[src/design/hdw_pkg.sv]
package hdw_pkg;

   localparam int GRID_SIZE_DEF = 512;
   localparam int MAX_STEPS_DEF = 100;

   localparam int COORD_W  = 17;
   localparam int HEIGHT_W = 16;
   localparam int CELL_W   = 9;
   localparam int STEPS_W  = 7;
   localparam int CSR_W    = 17;
   localparam int CSR_IDX_W = 2;

   localparam logic [CSR_IDX_W-1:0] CSR_TARGET_X    = 2'd0;
   localparam logic [CSR_IDX_W-1:0] CSR_TARGET_Y    = 2'd1;
   localparam logic [CSR_IDX_W-1:0] CSR_STOP_RADIUS = 2'd2;

   localparam logic [CSR_W-1:0] TARGET_X_RST    = 17'd11520;
   localparam logic [CSR_W-1:0] TARGET_Y_RST    = 17'd25600;
   localparam logic [CSR_W-1:0] STOP_RADIUS_RST = 17'd2560;

   localparam logic OP_WRITE = 1'b0;
   localparam logic OP_WALK  = 1'b1;

   typedef struct packed {
      logic                operation;
      logic [CELL_W-1:0]   cell_x;
      logic [CELL_W-1:0]   cell_y;
      logic [HEIGHT_W-1:0] cell_height;
      logic [COORD_W-1:0]  start_x;
      logic [COORD_W-1:0]  start_y;
   } req_type;

   typedef struct packed {
      logic [COORD_W-1:0] final_x;
      logic [COORD_W-1:0] final_y;
      logic [STEPS_W-1:0] steps_taken;
      logic               reached;
   } rsp_type;

   typedef enum logic [1:0] {
      RD_CENTER = 2'd0,
      RD_RIGHT  = 2'd1,
      RD_DOWN   = 2'd2
   } rd_sel_type;

   typedef struct packed {
      logic       load_walk;
      logic       write_cell;
      logic       mul_dist;
      logic       latch_far;
      rd_sel_type rd_sel;
      logic       lat_h0;
      logic       lat_h1;
      logic       lat_h2;
      logic       grad;
      logic       mul_grad;
      logic       norm;
      logic       sqrt_init;
      logic       sqrt_step;
      logic       div_init;
      logic       div_sel_y;
      logic       div_step;
      logic       div_store;
      logic       move;
      logic       step_only;
   } cmd_type;

   typedef struct packed {
      logic far;
      logic limit;
      logic n2_zero;
      logic cnt_zero;
   } status_type;

endpackage

[src/design/hdw_ctrl.sv]
module hdw_ctrl (
   input  logic                clock,
   input  logic                reset,
   input  logic                start,
   input  logic                req_op,
   input  hdw_pkg::status_type status,
   output hdw_pkg::cmd_type    cmd,
   output logic                busy,
   output logic                rsp_valid
);

   typedef enum logic [20:0] {
      ST_IDLE  = 21'd1 << 0,
      ST_DIST  = 21'd1 << 1,
      ST_CMP   = 21'd1 << 2,
      ST_RD0   = 21'd1 << 3,
      ST_RD1   = 21'd1 << 4,
      ST_RD2   = 21'd1 << 5,
      ST_RD3   = 21'd1 << 6,
      ST_GRAD  = 21'd1 << 7,
      ST_SQR   = 21'd1 << 8,
      ST_NORM  = 21'd1 << 9,
      ST_CHK   = 21'd1 << 10,
      ST_SQRT  = 21'd1 << 11,
      ST_DIVXI = 21'd1 << 12,
      ST_DIVX  = 21'd1 << 13,
      ST_DIVXS = 21'd1 << 14,
      ST_DIVYI = 21'd1 << 15,
      ST_DIVY  = 21'd1 << 16,
      ST_DIVYS = 21'd1 << 17,
      ST_MOVE  = 21'd1 << 18,
      ST_STAY  = 21'd1 << 19,
      ST_DONE  = 21'd1 << 20
   } state_type;

   state_type state_ff, state_in;

   always_comb begin
      state_in = state_ff;
      cmd = '0;
      cmd.rd_sel = hdw_pkg::RD_CENTER;
      case (state_ff)
         ST_IDLE: begin
            if (start && req_op == hdw_pkg::OP_WALK) begin
               cmd.load_walk = 1'b1;
               state_in = ST_DIST;
            end else if (start) begin
               cmd.write_cell = 1'b1;
            end
         end
         ST_DIST: begin
            cmd.mul_dist = 1'b1;
            state_in = ST_CMP;
         end
         ST_CMP: begin
            cmd.latch_far = 1'b1;
            if (!status.far || status.limit) begin
               state_in = ST_DONE;
            end else begin
               state_in = ST_RD0;
            end
         end
         ST_RD0: begin
            cmd.rd_sel = hdw_pkg::RD_CENTER;
            state_in = ST_RD1;
         end
         ST_RD1: begin
            cmd.rd_sel = hdw_pkg::RD_RIGHT;
            cmd.lat_h0 = 1'b1;
            state_in = ST_RD2;
         end
         ST_RD2: begin
            cmd.rd_sel = hdw_pkg::RD_DOWN;
            cmd.lat_h1 = 1'b1;
            state_in = ST_RD3;
         end
         ST_RD3: begin
            cmd.lat_h2 = 1'b1;
            state_in = ST_GRAD;
         end
         ST_GRAD: begin
            cmd.grad = 1'b1;
            state_in = ST_SQR;
         end
         ST_SQR: begin
            cmd.mul_grad = 1'b1;
            state_in = ST_NORM;
         end
         ST_NORM: begin
            cmd.norm = 1'b1;
            state_in = ST_CHK;
         end
         ST_CHK: begin
            if (status.n2_zero) begin
               state_in = ST_STAY;
            end else begin
               cmd.sqrt_init = 1'b1;
               state_in = ST_SQRT;
            end
         end
         ST_SQRT: begin
            cmd.sqrt_step = 1'b1;
            if (status.cnt_zero) begin
               state_in = ST_DIVXI;
            end
         end
         ST_DIVXI: begin
            cmd.div_init = 1'b1;
            state_in = ST_DIVX;
         end
         ST_DIVX: begin
            cmd.div_step = 1'b1;
            if (status.cnt_zero) begin
               state_in = ST_DIVXS;
            end
         end
         ST_DIVXS: begin
            cmd.div_store = 1'b1;
            state_in = ST_DIVYI;
         end
         ST_DIVYI: begin
            cmd.div_init = 1'b1;
            cmd.div_sel_y = 1'b1;
            state_in = ST_DIVY;
         end
         ST_DIVY: begin
            cmd.div_step = 1'b1;
            cmd.div_sel_y = 1'b1;
            if (status.cnt_zero) begin
               state_in = ST_DIVYS;
            end
         end
         ST_DIVYS: begin
            cmd.div_store = 1'b1;
            cmd.div_sel_y = 1'b1;
            state_in = ST_MOVE;
         end
         ST_MOVE: begin
            cmd.move = 1'b1;
            state_in = ST_DIST;
         end
         ST_STAY: begin
            cmd.step_only = 1'b1;
            state_in = ST_DIST;
         end
         ST_DONE: begin
            state_in = ST_IDLE;
         end
         default: begin
            state_in = ST_IDLE;
         end
      endcase
   end

   always_ff @(posedge clock) begin
      if (reset) begin
         state_ff <= ST_IDLE;
      end else begin
         state_ff <= state_in;
      end
   end

   assign busy      = state_ff != ST_IDLE;
   assign rsp_valid = state_ff == ST_DONE;

`ifndef SYNTHESIS
   a_done_one_cycle: assert property (@(posedge clock) disable iff (reset)
      state_ff == ST_DONE |=> state_ff == ST_IDLE)
      else $error("result strobe longer than one cycle");

   a_busy_from_walk: assert property (@(posedge clock) disable iff (reset)
      $rose(busy) |-> $past(start && req_op == hdw_pkg::OP_WALK))
      else $error("busy without an accepted walk");

   a_limit_stops: assert property (@(posedge clock) disable iff (reset)
      state_ff == ST_CMP && status.limit |=> state_ff == ST_DONE)
      else $error("walk ran past the step limit");

   a_move_nonflat: assert property (@(posedge clock) disable iff (reset)
      state_ff == ST_MOVE |-> !status.n2_zero)
      else $error("move on a flat gradient");
`endif

endmodule

[config.mk]
export PLATFORM = sky130hd
export DESIGN_NAME = hdw_ctrl
export DESIGN_NICKNAME = d
export VERILOG_FILES = /design/src/design/hdw_pkg.sv /design/src/design/hdw_ctrl.sv
export SDC_FILE = /design/constraint.sdc
export NUM_CORES = 1
export LEC_CHECK = 0
export BUFFER_PORTS_ARGS = -buffer_cell sky130_fd_sc_hd__buf_2
export CAP_MARGIN = 20
export CELL_PAD_IN_SITES_DETAIL_PLACEMENT = 0
export CELL_PAD_IN_SITES_GLOBAL_PLACEMENT = 1
export CORE_ASPECT_RATIO = 1.75
export CORE_MARGIN = 4
export CORE_UTILIZATION = 34
export DETAILED_ROUTE_END_ITERATION = 7
export GPL_TIMING_DRIVEN = 0
export PLACE_DENSITY_LB_ADDON = 0.3
export SLEW_MARGIN = 25
export SYNTH_ARGS = -nofsm -noshare
export SYNTH_HDL_FRONTEND = slang
export SYNTH_SLANG_ARGS = --single-unit
[constraint.sdc]
create_clock -name clock -period 2.35 [get_ports clock]
set_input_delay 0.3525 -clock clock [delete_from_list [all_inputs] [get_ports clock]]
set_output_delay 0.3525 -clock clock [all_outputs]
set_load 0.02 [all_outputs]
==> Implementation_results.wiki, run 1 <==
{| class="wikitable"
! Metric !! Value
|-
| Adder-cell area share of the yosys netlist || 0%
|-
| Post-route fraction of the period consumed by the critical path || 120%
|-
| Final count of pins violating max slew || 0
|-
| H-tree lvl count || 1
|-
| Via count normalized by instance count || 5.36
|-
| Worst Clk Skew || 0.00227 ns
|-
| Core region area || 3400 um^2
|-
| Critical hold path startpoint || reset
|-
| # clock sinks || 21
|-
| Overall global routing resource usage || 19.3%
|-
| DIE AREA || 4590 um^2
|-
| Inserted Diodes || 0
|-
| Die Y-Extent || 86.7 um
|-
| Total power after layout || between 0.9 and 1 mW
|-
| Share of flip-flops with an asynchronous set or reset after synthesis || 0%
|-
| Most common library cell in the layout ignoring fill and taps || sky130_fd_sc_hd__buf_4
|-
| Data arrival time of the critical path || 2.47 ns
|-
| Initial core utilization || 35.4%
|-
| Maximum number of pins on one net before global-route repair || 12
|-
| Main combinational cell family by area after synthesis || simple AND/OR/NAND/NOR gates
|-
| Worst Hold Margin || approximately 0.32 ns
|-
| Leakage power summed over all cells || 0.913 nW
|-
| Vias || 1,373
|-
| Routability congestion estimate from global placement || between 0.8 and 0.9
|-
| Ys flop type || sky130_fd_sc_hd__dfxtp_1
|-
| Number of maximum-capacitance constraint violations || 0
|-
| Fraction of layout instances using a drive strength above 1 || 57.3%
|-
| Cts bufs inserted || 3
|-
| Worst min-delay path endpoint || state_ff[11]$_SDFFE_PP0P_
|-
| Synthesized-area fraction occupied by xor and xnor cells || under 10%
|-
| Startpoint type of the worst setup path || register
|-
| Top library cells by usage in the layout, fill and taps aside || 36 x sky130_fd_sc_hd__buf_4, 19 x sky130_fd_sc_hd__buf_6, 16 x sky130_fd_sc_hd__nor2_1, 14 x sky130_fd_sc_hd__dfxtp_1
|-
| Worst reg2reg startpoint || state_ff[8]$_SDFFE_PP0P_
|-
| Top-area cell type share of the netlist area || 34.9%
|-
| Number of nets in the synthesized netlist || 154
|-
| Setup Viol. Count Final || 39
|-
| CTS clock-pin slew for the worst setup and hold paths || 0.08 ns
|-
| Max Fclk || 0.354 GHz
|-
| Detailed-placement wirelength estimate || between 2000 and 3000 um
|-
| First-pass GRT wire length || 6640 um
|-
| Number of buffer cells added on primary ports || 29
|-
| # rows || 28
|-
| Worst min-delay path class || input pin to register
|-
| Unique masters post-synth || 36
|-
| Endpoint required time on the critical path || 2.00 ns
|-
| Multiplexer area fraction after synthesis || 0%
|-
| Top Registers || state_ff x21
|-
| Max FFs per register || 21
|-
| Finished Core Util || approximately three fifths
|-
| Count of yosys warnings during synthesis || 0
|-
| Cell count after synthesis || 146
|-
| Power density relative to cell area || 452 nW/um^2
|-
| Remaining DRCs || 0
|-
| Min Tclk post-route || 2.83 ns
|-
| Result of the run || finished, violations left
|-
| Worst Path Class, Setup || register to output port
|-
| Grt total ovfl || 0
|-
| Transition time at the pin with the least slew margin || approximately 0.9 ns
|-
| Largest area contributor in the synthesized netlist || sky130_fd_sc_hd__dfxtp_1
|-
| Synth-to-layout area growth || 72.3%
|-
| Worst slack at placement || -0.561 ns
|-
| Clock latency reported for the late side of the worst-skew pair || 0.26 ns
|-
| Maximum clock insertion buffer count || 2
|-
| Via count of the first global-routing pass || around 1,400
|-
| R2R depth || 10
|-
| Crit Reg-Reg Endpoint || state_ff[20]$_SDFFE_PP0P_
|-
| Overall die width || approximately 53 um
|-
| Antenna Nets Post-Route || 0
|-
| Register with the highest flop count || state_ff
|-
| Cell depth of the worst min-delay path || 2
|-
| Syn Area/Cell || between 8 and 9 um^2
|-
| Average wire per cell in the routed design || 16.1 um
|-
| Fin. Hold Viols || 0
|-
| Number of nets in the layout || 220
|-
| Max_slew headroom || 39.6%
|-
| Unrepaired setup endpoints after global routing || yes
|-
| Flip-flop and latch count after synthesis || 21
|-
| Maximum ir drop on the vdd rail || 0.781 mV
|-
| Setup slack of the critical path after layout || -0.477 ns
|-
| Simple-Gate Fraction of Synth Area || a little under half
|-
| Type of element capturing the critical path || output port
|-
| Antenna violations before repair || 0
|-
| Largest fanout on the critical path || 3
|-
| Violations in the final reports || negative setup slack
|-
| Slack of the worst reg-to-reg path || -0.47 ns
|-
| Ports placed on the boundary || 30
|-
| Iteration-0 DRC Markers || 24
|-
| EDFF count, synth || 0
|-
| Number of iterations in the first detailed-routing pass || 4
|-
| Aggregate routed wire length || a little over 4000 um
|-
| Hold_buf cts || 0
|-
| Dominant cells by area after synthesis || sky130_fd_sc_hd__dfxtp_1 35%, sky130_fd_sc_hd__nor2_1 5.9%, sky130_fd_sc_hd__nand2_1 4.7%
|-
| CTS tree || yes
|-
| Share of synthesized area occupied by flip-flops and latches || 34.9%
|-
| Post-synthesis compound-gate area fraction || 10.7%
|-
| Root buf cell || sky130_fd_sc_hd__clkbuf_8
|-
| Post-synthesis instance area || 1200 um^2
|}
worst max-delay path, stage by stage (launching register included):
cell and delay (ns):
sky130_fd_sc_hd__dfxtp_2 0.33, sky130_fd_sc_hd__or4_4 0.53, sky130_fd_sc_hd__or3_4 0.36, sky130_fd_sc_hd__or4_4 0.57
sky130_fd_sc_hd__nor4b_4 0.24, sky130_fd_sc_hd__buf_4 0.18
worst max-delay path by stage:
stage	startpoint	to	slack (ns)	cells past startpoint
finish	state_ff[8]$_SDFFE_PP0P_	cmd[16]	-0.48	5
global route	state_ff[8]$_SDFFE_PP0P_	cmd[16]	-0.56	5
CTS	state_ff[8]$_SDFFE_PP0P_	cmd[17]	-0.62	6
detailed placement	state_ff[8]$_SDFFE_PP0P_	state_ff[4]$_SDFFE_PP0P_	-0.56	8
global placement	state_ff[8]$_SDFFE_PP0P_	state_ff[4]$_SDFFE_PP0P_	-0.52	8
floorplan	state_ff[8]$_SDFFE_PP0P_	cmd[16]	-0.25	5
stage by stage:
step | cells | area, um^2 | setup TNS [ns]
2_1_floorplan | 146 | 1260 | -2.10
4_1_cts | 247 | 1950 | -15.76
3_3_place_gp | 220 | 1460 | -11.02
3_5_place_dp | 220 | 1460 | -11.88
6_report | 256 | 2070 | -13.45
5_1_grt | 256 | 2070 | -15.99
report_power, final:
group	leakage, nW	switching, mW	internal, mW
logic	0.717	0.175	0.152
registers	0.173	0.00570	0.363
clock network	0.0228	0.120	0.121
total	0.913	0.301	0.636
Yosys cell counts, types with 3 or more instances:
cell type / n
sky130_fd_sc_hd__a21oi_1: 4
sky130_fd_sc_hd__nor4_1: 6
sky130_fd_sc_hd__nor3b_1: 6
sky130_fd_sc_hd__nor2b_1: 4
sky130_fd_sc_hd__and4b_1: 3
sky130_fd_sc_hd__dfxtp_1: 21
sky130_fd_sc_hd__nor2_1: 19
sky130_fd_sc_hd__and3b_1: 6
sky130_fd_sc_hd__xor2_1: 3
sky130_fd_sc_hd__inv_1: 6
sky130_fd_sc_hd__or4_4: 3
sky130_fd_sc_hd__nand3_1: 5
sky130_fd_sc_hd__nand2_1: 15
sky130_fd_sc_hd__nand2b_1: 3
sky130_fd_sc_hd__o21ai_0: 9
sky130_fd_sc_hd__nor3_1: 6
cell type report:
cell class                      count  area, um^2
Timing Repair Buffer               62         500
Sequential cell                    21         439
Tap cell                           45        56.3
Buffer                              3        33.8
Clock buffer                        4        45.0
Fill cell                         319        1320
Multi-Input combinational cell    115         977
Inverter                            6        22.5
logic make-up after synthesis:
kind of cell,count (synthesis)
compound gates,20
xor+xnor,4
simple gates,91
buf+inv,10
flops,21
layer usage:
layer	up-vias	wire, um	GRT usage [%]
li1	659	-	-
met1	659	1420	19.1
met2	38	2380	37.3
met3	17	138	2.58
met4	0	197	8.60
met5	-	0	0
repair_timing:
| item | in CTS | in global routing |
|---|---|---|
| gates cloned | 2 | 0 |
| setup endpoints to repair | 42 | 41 |
| setup buffers | 21 | 10 |
| pin swaps | 19 | 10 |
| resized for setup | 75 | 15 |
No activity file was read; power rests on OpenSTA's default activity.
==> inputs of run 2 (changes only) <==
--- a/config.mk
+++ b/config.mk
@@ -5,6 +5,7 @@
 export SDC_FILE = /design/constraint.sdc
 export NUM_CORES = 1
 export LEC_CHECK = 0
+export ABC_AREA = 1
 export BUFFER_PORTS_ARGS = -buffer_cell sky130_fd_sc_hd__buf_2
 export CAP_MARGIN = 20
 export CELL_PAD_IN_SITES_DETAIL_PLACEMENT = 0
==> run 2 against run 1 <==
Effect of this change:
- global-route usage down 3.7 points
- register-to-register slack better by 1.1 ns
- the run now ends clean
- sequential power up 9.8%
- cell count up 23%
- flip-flop and latch count unchanged
- highest routed layer unchanged
- via count up 9.0%
- wire length down 5.3%
- clock skew up 0.00051 ns
- count of clock-buffer cells in the layout unchanged
- first-iteration DRC count up 75%
- synthesized area up 22%
==> Implementation_results.wiki, run 2 <==
{| class="wikitable"
! Metric !! Value
|-
| Result of the run || finished clean (was finished, violations left)
|-
| Main combinational cell family by area after synthesis || simple AND/OR/NAND/NOR gates (unchanged)
|-
| Number of buffer cells added on primary ports || 29 (unchanged)
|-
| Number of iterations in the first detailed-routing pass || 4 (unchanged)
|-
| Share of flip-flops with an asynchronous set or reset after synthesis || 0% (unchanged)
|-
| Grt total ovfl || 0 (unchanged)
|-
| Cell count after synthesis || 232 (was 146)
|-
| Number of maximum-capacitance constraint violations || 0 (unchanged)
|-
| GRT met3 Usage || 2.19% (was 2.58%)
|-
| Max Fclk || 0.467 GHz (was 0.354 GHz)
|-
| Worst Path Class, Setup || register to output port (unchanged)
|-
| Ys flop type || sky130_fd_sc_hd__dfxtp_1 (unchanged)
|-
| Ports placed on the boundary || 30 (unchanged)
|-
| Worst slack at placement || 0.480 ns (was -0.561 ns)
|-
| Flip-flop and latch count after synthesis || 21 (unchanged)
|-
| Most common library cell in the layout ignoring fill and taps || sky130_fd_sc_hd__inv_1 (was sky130_fd_sc_hd__buf_4)
|-
| Power density relative to cell area || 730 nW/um^2 (was 452 nW/um^2)
|-
| Post-synthesis compound-gate area fraction || 2.48% (was 10.7%)
|-
| Iteration-0 DRC Markers || 42 (was 24)
|-
| Unique masters post-synth || 26 (was 36)
|-
| Fin Setup TNS || 0 ns (was -13.45 ns)
|-
| Via count of the first global-routing pass || 1,463 (was 1,426)
|-
| Max FFs per register || 21 (unchanged)
|-
| Final count of pins violating max slew || 0 (unchanged)
|-
| Number of nets in the synthesized netlist || 240 (was 154)
|-
| Via count normalized by instance count || 4.77 (was 5.36)
|-
| Synth-to-layout area growth || 17.2% (was 72.3%)
|-
| Top library cells by usage in the layout, fill and taps aside || 51 x sky130_fd_sc_hd__inv_1, 39 x sky130_fd_sc_hd__nor2_1, 32 x sky130_fd_sc_hd__nand2_1, 31 x sky130_fd_sc_hd__buf_2, 22 x sky130_fd_sc_hd__nand3_1 (was 36 x sky130_fd_sc_hd__buf_4, 19 x sky130_fd_sc_hd__buf_6, 16 x sky130_fd_sc_hd__nor2_1, 14 x sky130_fd_sc_hd__dfxtp_1)
|-
| Count of yosys warnings during synthesis || 0 (unchanged)
|-
| # clock sinks || 21 (unchanged)
|-
| Count of buffers added by post-CTS timing repair for setup || 0 (was 21)
|-
| Clock latency reported for the late side of the worst-skew pair || 0.26 ns (about the same)
|-
| Core region area || 4150 um^2 (was 3400 um^2)
|-
| Maximum ir drop on the vdd rail || 0.332 mV (was 0.781 mV)
|-
| Fraction of layout instances using a drive strength above 1 || 23.8% (was 57.3%)
|-
| Maximum number of pins on one net before global-route repair || 12 (unchanged)
|-
| Routability congestion estimate from global placement || 0.815 (was 0.824)
|-
| Overall die width || 57.6 um (was 53.0 um)
|-
| Detailed-placement wirelength estimate || 3130 um (was 2550 um)
|-
| Worst Clk Skew || 0.00278 ns (was 0.00227 ns)
|-
| R2R depth || 9 (was 10)
|-
| DIE AREA || 5460 um^2 (was 4590 um^2)
|-
| Largest area contributor in the synthesized netlist || sky130_fd_sc_hd__dfxtp_1 (unchanged)
|-
| Data arrival time of the critical path || 1.79 ns (was 2.47 ns)
|-
| Synthesized-area fraction occupied by xor and xnor cells || 0% (was 2.91%)
|-
| Overall global routing resource usage || 15.6% (was 19.3%)
|-
| Top Usage Layer GRT || met2 (unchanged)
|-
| Transition time at the pin with the least slew margin || 0.536 ns (was 0.906 ns)
|-
| Met2 capacity usage during global routing || 30.3% (was 37.3%)
|-
| EDFF count, synth || 0 (unchanged)
|-
| Number of gates resized after CTS || 0 (was 75)
|-
| Initial core utilization || 35.2% (was 35.4%)
|-
| Post-synthesis instance area || 1460 um^2 (was 1200 um^2)
|-
| Share of synthesized area occupied by flip-flops and latches || 28.7% (was 34.9%)
|-
| First-pass GRT wire length || 6600 um (was 6640 um)
|-
| Multiplexer area fraction after synthesis || 0% (unchanged)
|-
| Endpoint required time on the critical path || 2.00 ns (about the same)
|-
| Maximum clock insertion buffer count || 2 (unchanged)
|-
| Inserted Diodes || 0 (unchanged)
|-
| Post-route fraction of the period consumed by the critical path || 91.2% (was 120%)
|-
| Antenna violations before repair || 0 (unchanged)
|-
| Aggregate routed wire length || 3920 um (was 4130 um)
|-
| Fin. Hold Viols || 0 (unchanged)
|-
| Die Y-Extent || 94.8 um (was 86.7 um)
|-
| Min Tclk post-route || 2.14 ns (was 2.83 ns)
|-
| Setup slack of the critical path after layout || 0.207 ns (was -0.477 ns)
|-
| H-tree lvl count || 1 (unchanged)
|-
| Most frequent cells after synthesis || 51 x sky130_fd_sc_hd__inv_1, 39 x sky130_fd_sc_hd__nor2_1, 32 x sky130_fd_sc_hd__nand2_1 (was 21 x sky130_fd_sc_hd__dfxtp_1, 19 x sky130_fd_sc_hd__nor2_1, 15 x sky130_fd_sc_hd__nand2_1)
|-
| Worst min-delay path class || input pin to register (unchanged)
|-
| Simple-Gate Fraction of Synth Area || 52.1% (was 46.5%)
|-
| Cts bufs inserted || 3 (unchanged)
|-
| Most frequent cell after synthesis || sky130_fd_sc_hd__inv_1 (was sky130_fd_sc_hd__dfxtp_1)
|-
| CTS clock-pin slew for the worst setup and hold paths || 0.08 ns (about the same)
|-
| Largest fanout on the critical path || 8 (was 3)
|-
| Register with the highest flop count || state_ff (unchanged)
|-
| Top Registers || state_ff x21 (unchanged)
|-
| Top-area cell type share of the netlist area || 28.7% (was 34.9%)
|-
| Type of element capturing the critical path || output port (unchanged)
|-
| Vias || 1,497 (was 1,373)
|-
| Startpoint type of the worst setup path || register (unchanged)
|-
| Hold_buf cts || 0 (unchanged)
|-
| Remaining DRCs || 0 (unchanged)
|-
| Leakage power summed over all cells || 1.08 nW (was 0.913 nW)
|-
| Average wire per cell in the routed design || 12.5 um (was 16.1 um)
|-
| CTS tree || yes (unchanged)
|-
| Max_slew headroom || 64.3% (was 39.6%)
|-
| Number of nets in the layout || 274 (was 220)
|-
| Root buf cell || sky130_fd_sc_hd__clkbuf_8 (unchanged)
|-
| GRT met1 Usage || 16.2% (was 19.1%)
|-
| Syn Area/Cell || 6.30 um^2 (was 8.24 um^2)
|-
| Antenna Nets Post-Route || 0 (unchanged)
|-
| Adder-cell area share of the yosys netlist || 0% (unchanged)
|-
| Cell depth of the worst min-delay path || 2 (unchanged)
|-
| Unrepaired setup endpoints after global routing || no (was yes)
|-
| Dominant cells by area after synthesis || sky130_fd_sc_hd__dfxtp_1 29%, sky130_fd_sc_hd__inv_1 13%, sky130_fd_sc_hd__nor2_1 10% (was sky130_fd_sc_hd__dfxtp_1 35%, sky130_fd_sc_hd__nor2_1 5.9%, sky130_fd_sc_hd__nand2_1 4.7%)
|-
| # rows || 31 (was 28)
|-
| Slack of the worst reg-to-reg path || 0.66 ns (was -0.47 ns)
|-
| Setup Viol. Count Final || 0 (was 39)
|}
==> run 2: cell types whose count changed after synthesis, moves of 4 or more <==
cell,delta
sky130_fd_sc_hd__and3b_1,-6
sky130_fd_sc_hd__inv_1,+45
sky130_fd_sc_hd__nand2_1,+17
sky130_fd_sc_hd__nand2_2,+4
sky130_fd_sc_hd__nand3_1,+17
sky130_fd_sc_hd__nand3_2,+6
sky130_fd_sc_hd__nand4_1,+16
sky130_fd_sc_hd__nor2_1,+20
sky130_fd_sc_hd__nor2_2,+6
sky130_fd_sc_hd__nor2b_1,-4
sky130_fd_sc_hd__nor3b_1,-5
sky130_fd_sc_hd__nor4_1,-5
sky130_fd_sc_hd__o21ai_0,-6
==> run 2: through the flow <==
stage,power (mW),instances,util (%),cell area (um^2),hold WS [ns]
global route,1.34,314,41.3,1710,0.292
detailed placement,1.02,310,40.2,1670,0.539
global placement,1.02,310,40.2,1670,0.534
floorplan,0.860,232,-,1460,0.429
finish,1.25,314,41.3,1710,0.297
CTS,1.27,314,41.3,1710,0.291
==> run 2: layout make-up <==
class                           instances  area, um^2
Sequential cell                        21         420
Tap cell                               49        61.3
Multi-Input combinational cell        151         798
Inverter                               54         204
Fill cell                             484        2440
Timing Repair Buffer                   29         145
Clock buffer                            4        45.0
Buffer                                  6        40.0
==> run 2: path summary, 6_finish.rpt <==
kind,startpoint,end
setup reg to reg,state_ff[16]$_SDFFE_PP0P_,state_ff[11]$_SDFFE_PP0P_
setup / recovery,state_ff[16]$_SDFFE_PP0P_,cmd[18]
hold reg to reg,state_ff[16]$_SDFFE_PP0P_,state_ff[16]$_SDFFE_PP0P_
hold / removal,reset,state_ff[19]$_SDFFE_PP0P_
==> run 2: report_power, final <==
part	switching (mW)	internal (mW)	total, mW
Sequential	0.0234	0.381	0.405
Clock	0.123	0.121	0.244
Combinational	0.424	0.180	0.603
==> run 2: metal layers <==
layer / share of wire (%) / wire length, um
met4: 1.4 / 56
met3: 4.5 / 178
met5: 0 / 0
met2: 56 / 2180
met1: 38 / 1500
==> run 2: cells by family (layout without fill, tap and decap cells) <==
| kind of cell | count (synthesis) | count (layout) |
|---|---|---|
| AND/OR/NAND/NOR | 144 | 144 |
| flip-flops | 21 | 21 |
| AO/OA/AOI/OAI | 7 | 7 |
| buffers and inverters | 60 | 93 |
==> run 2: worst max-delay path, cell delays in order (launching register included) <==
cell                       delay, ns
sky130_fd_sc_hd__dfxtp_1        0.35
sky130_fd_sc_hd__nor2_1         0.12
sky130_fd_sc_hd__nand2_1        0.11
sky130_fd_sc_hd__nor2_4         0.27
sky130_fd_sc_hd__nand2_4        0.11
sky130_fd_sc_hd__clkinv_2       0.10
sky130_fd_sc_hd__nand2_1        0.11
sky130_fd_sc_hd__nor3b_1        0.18
sky130_fd_sc_hd__buf_2          0.19
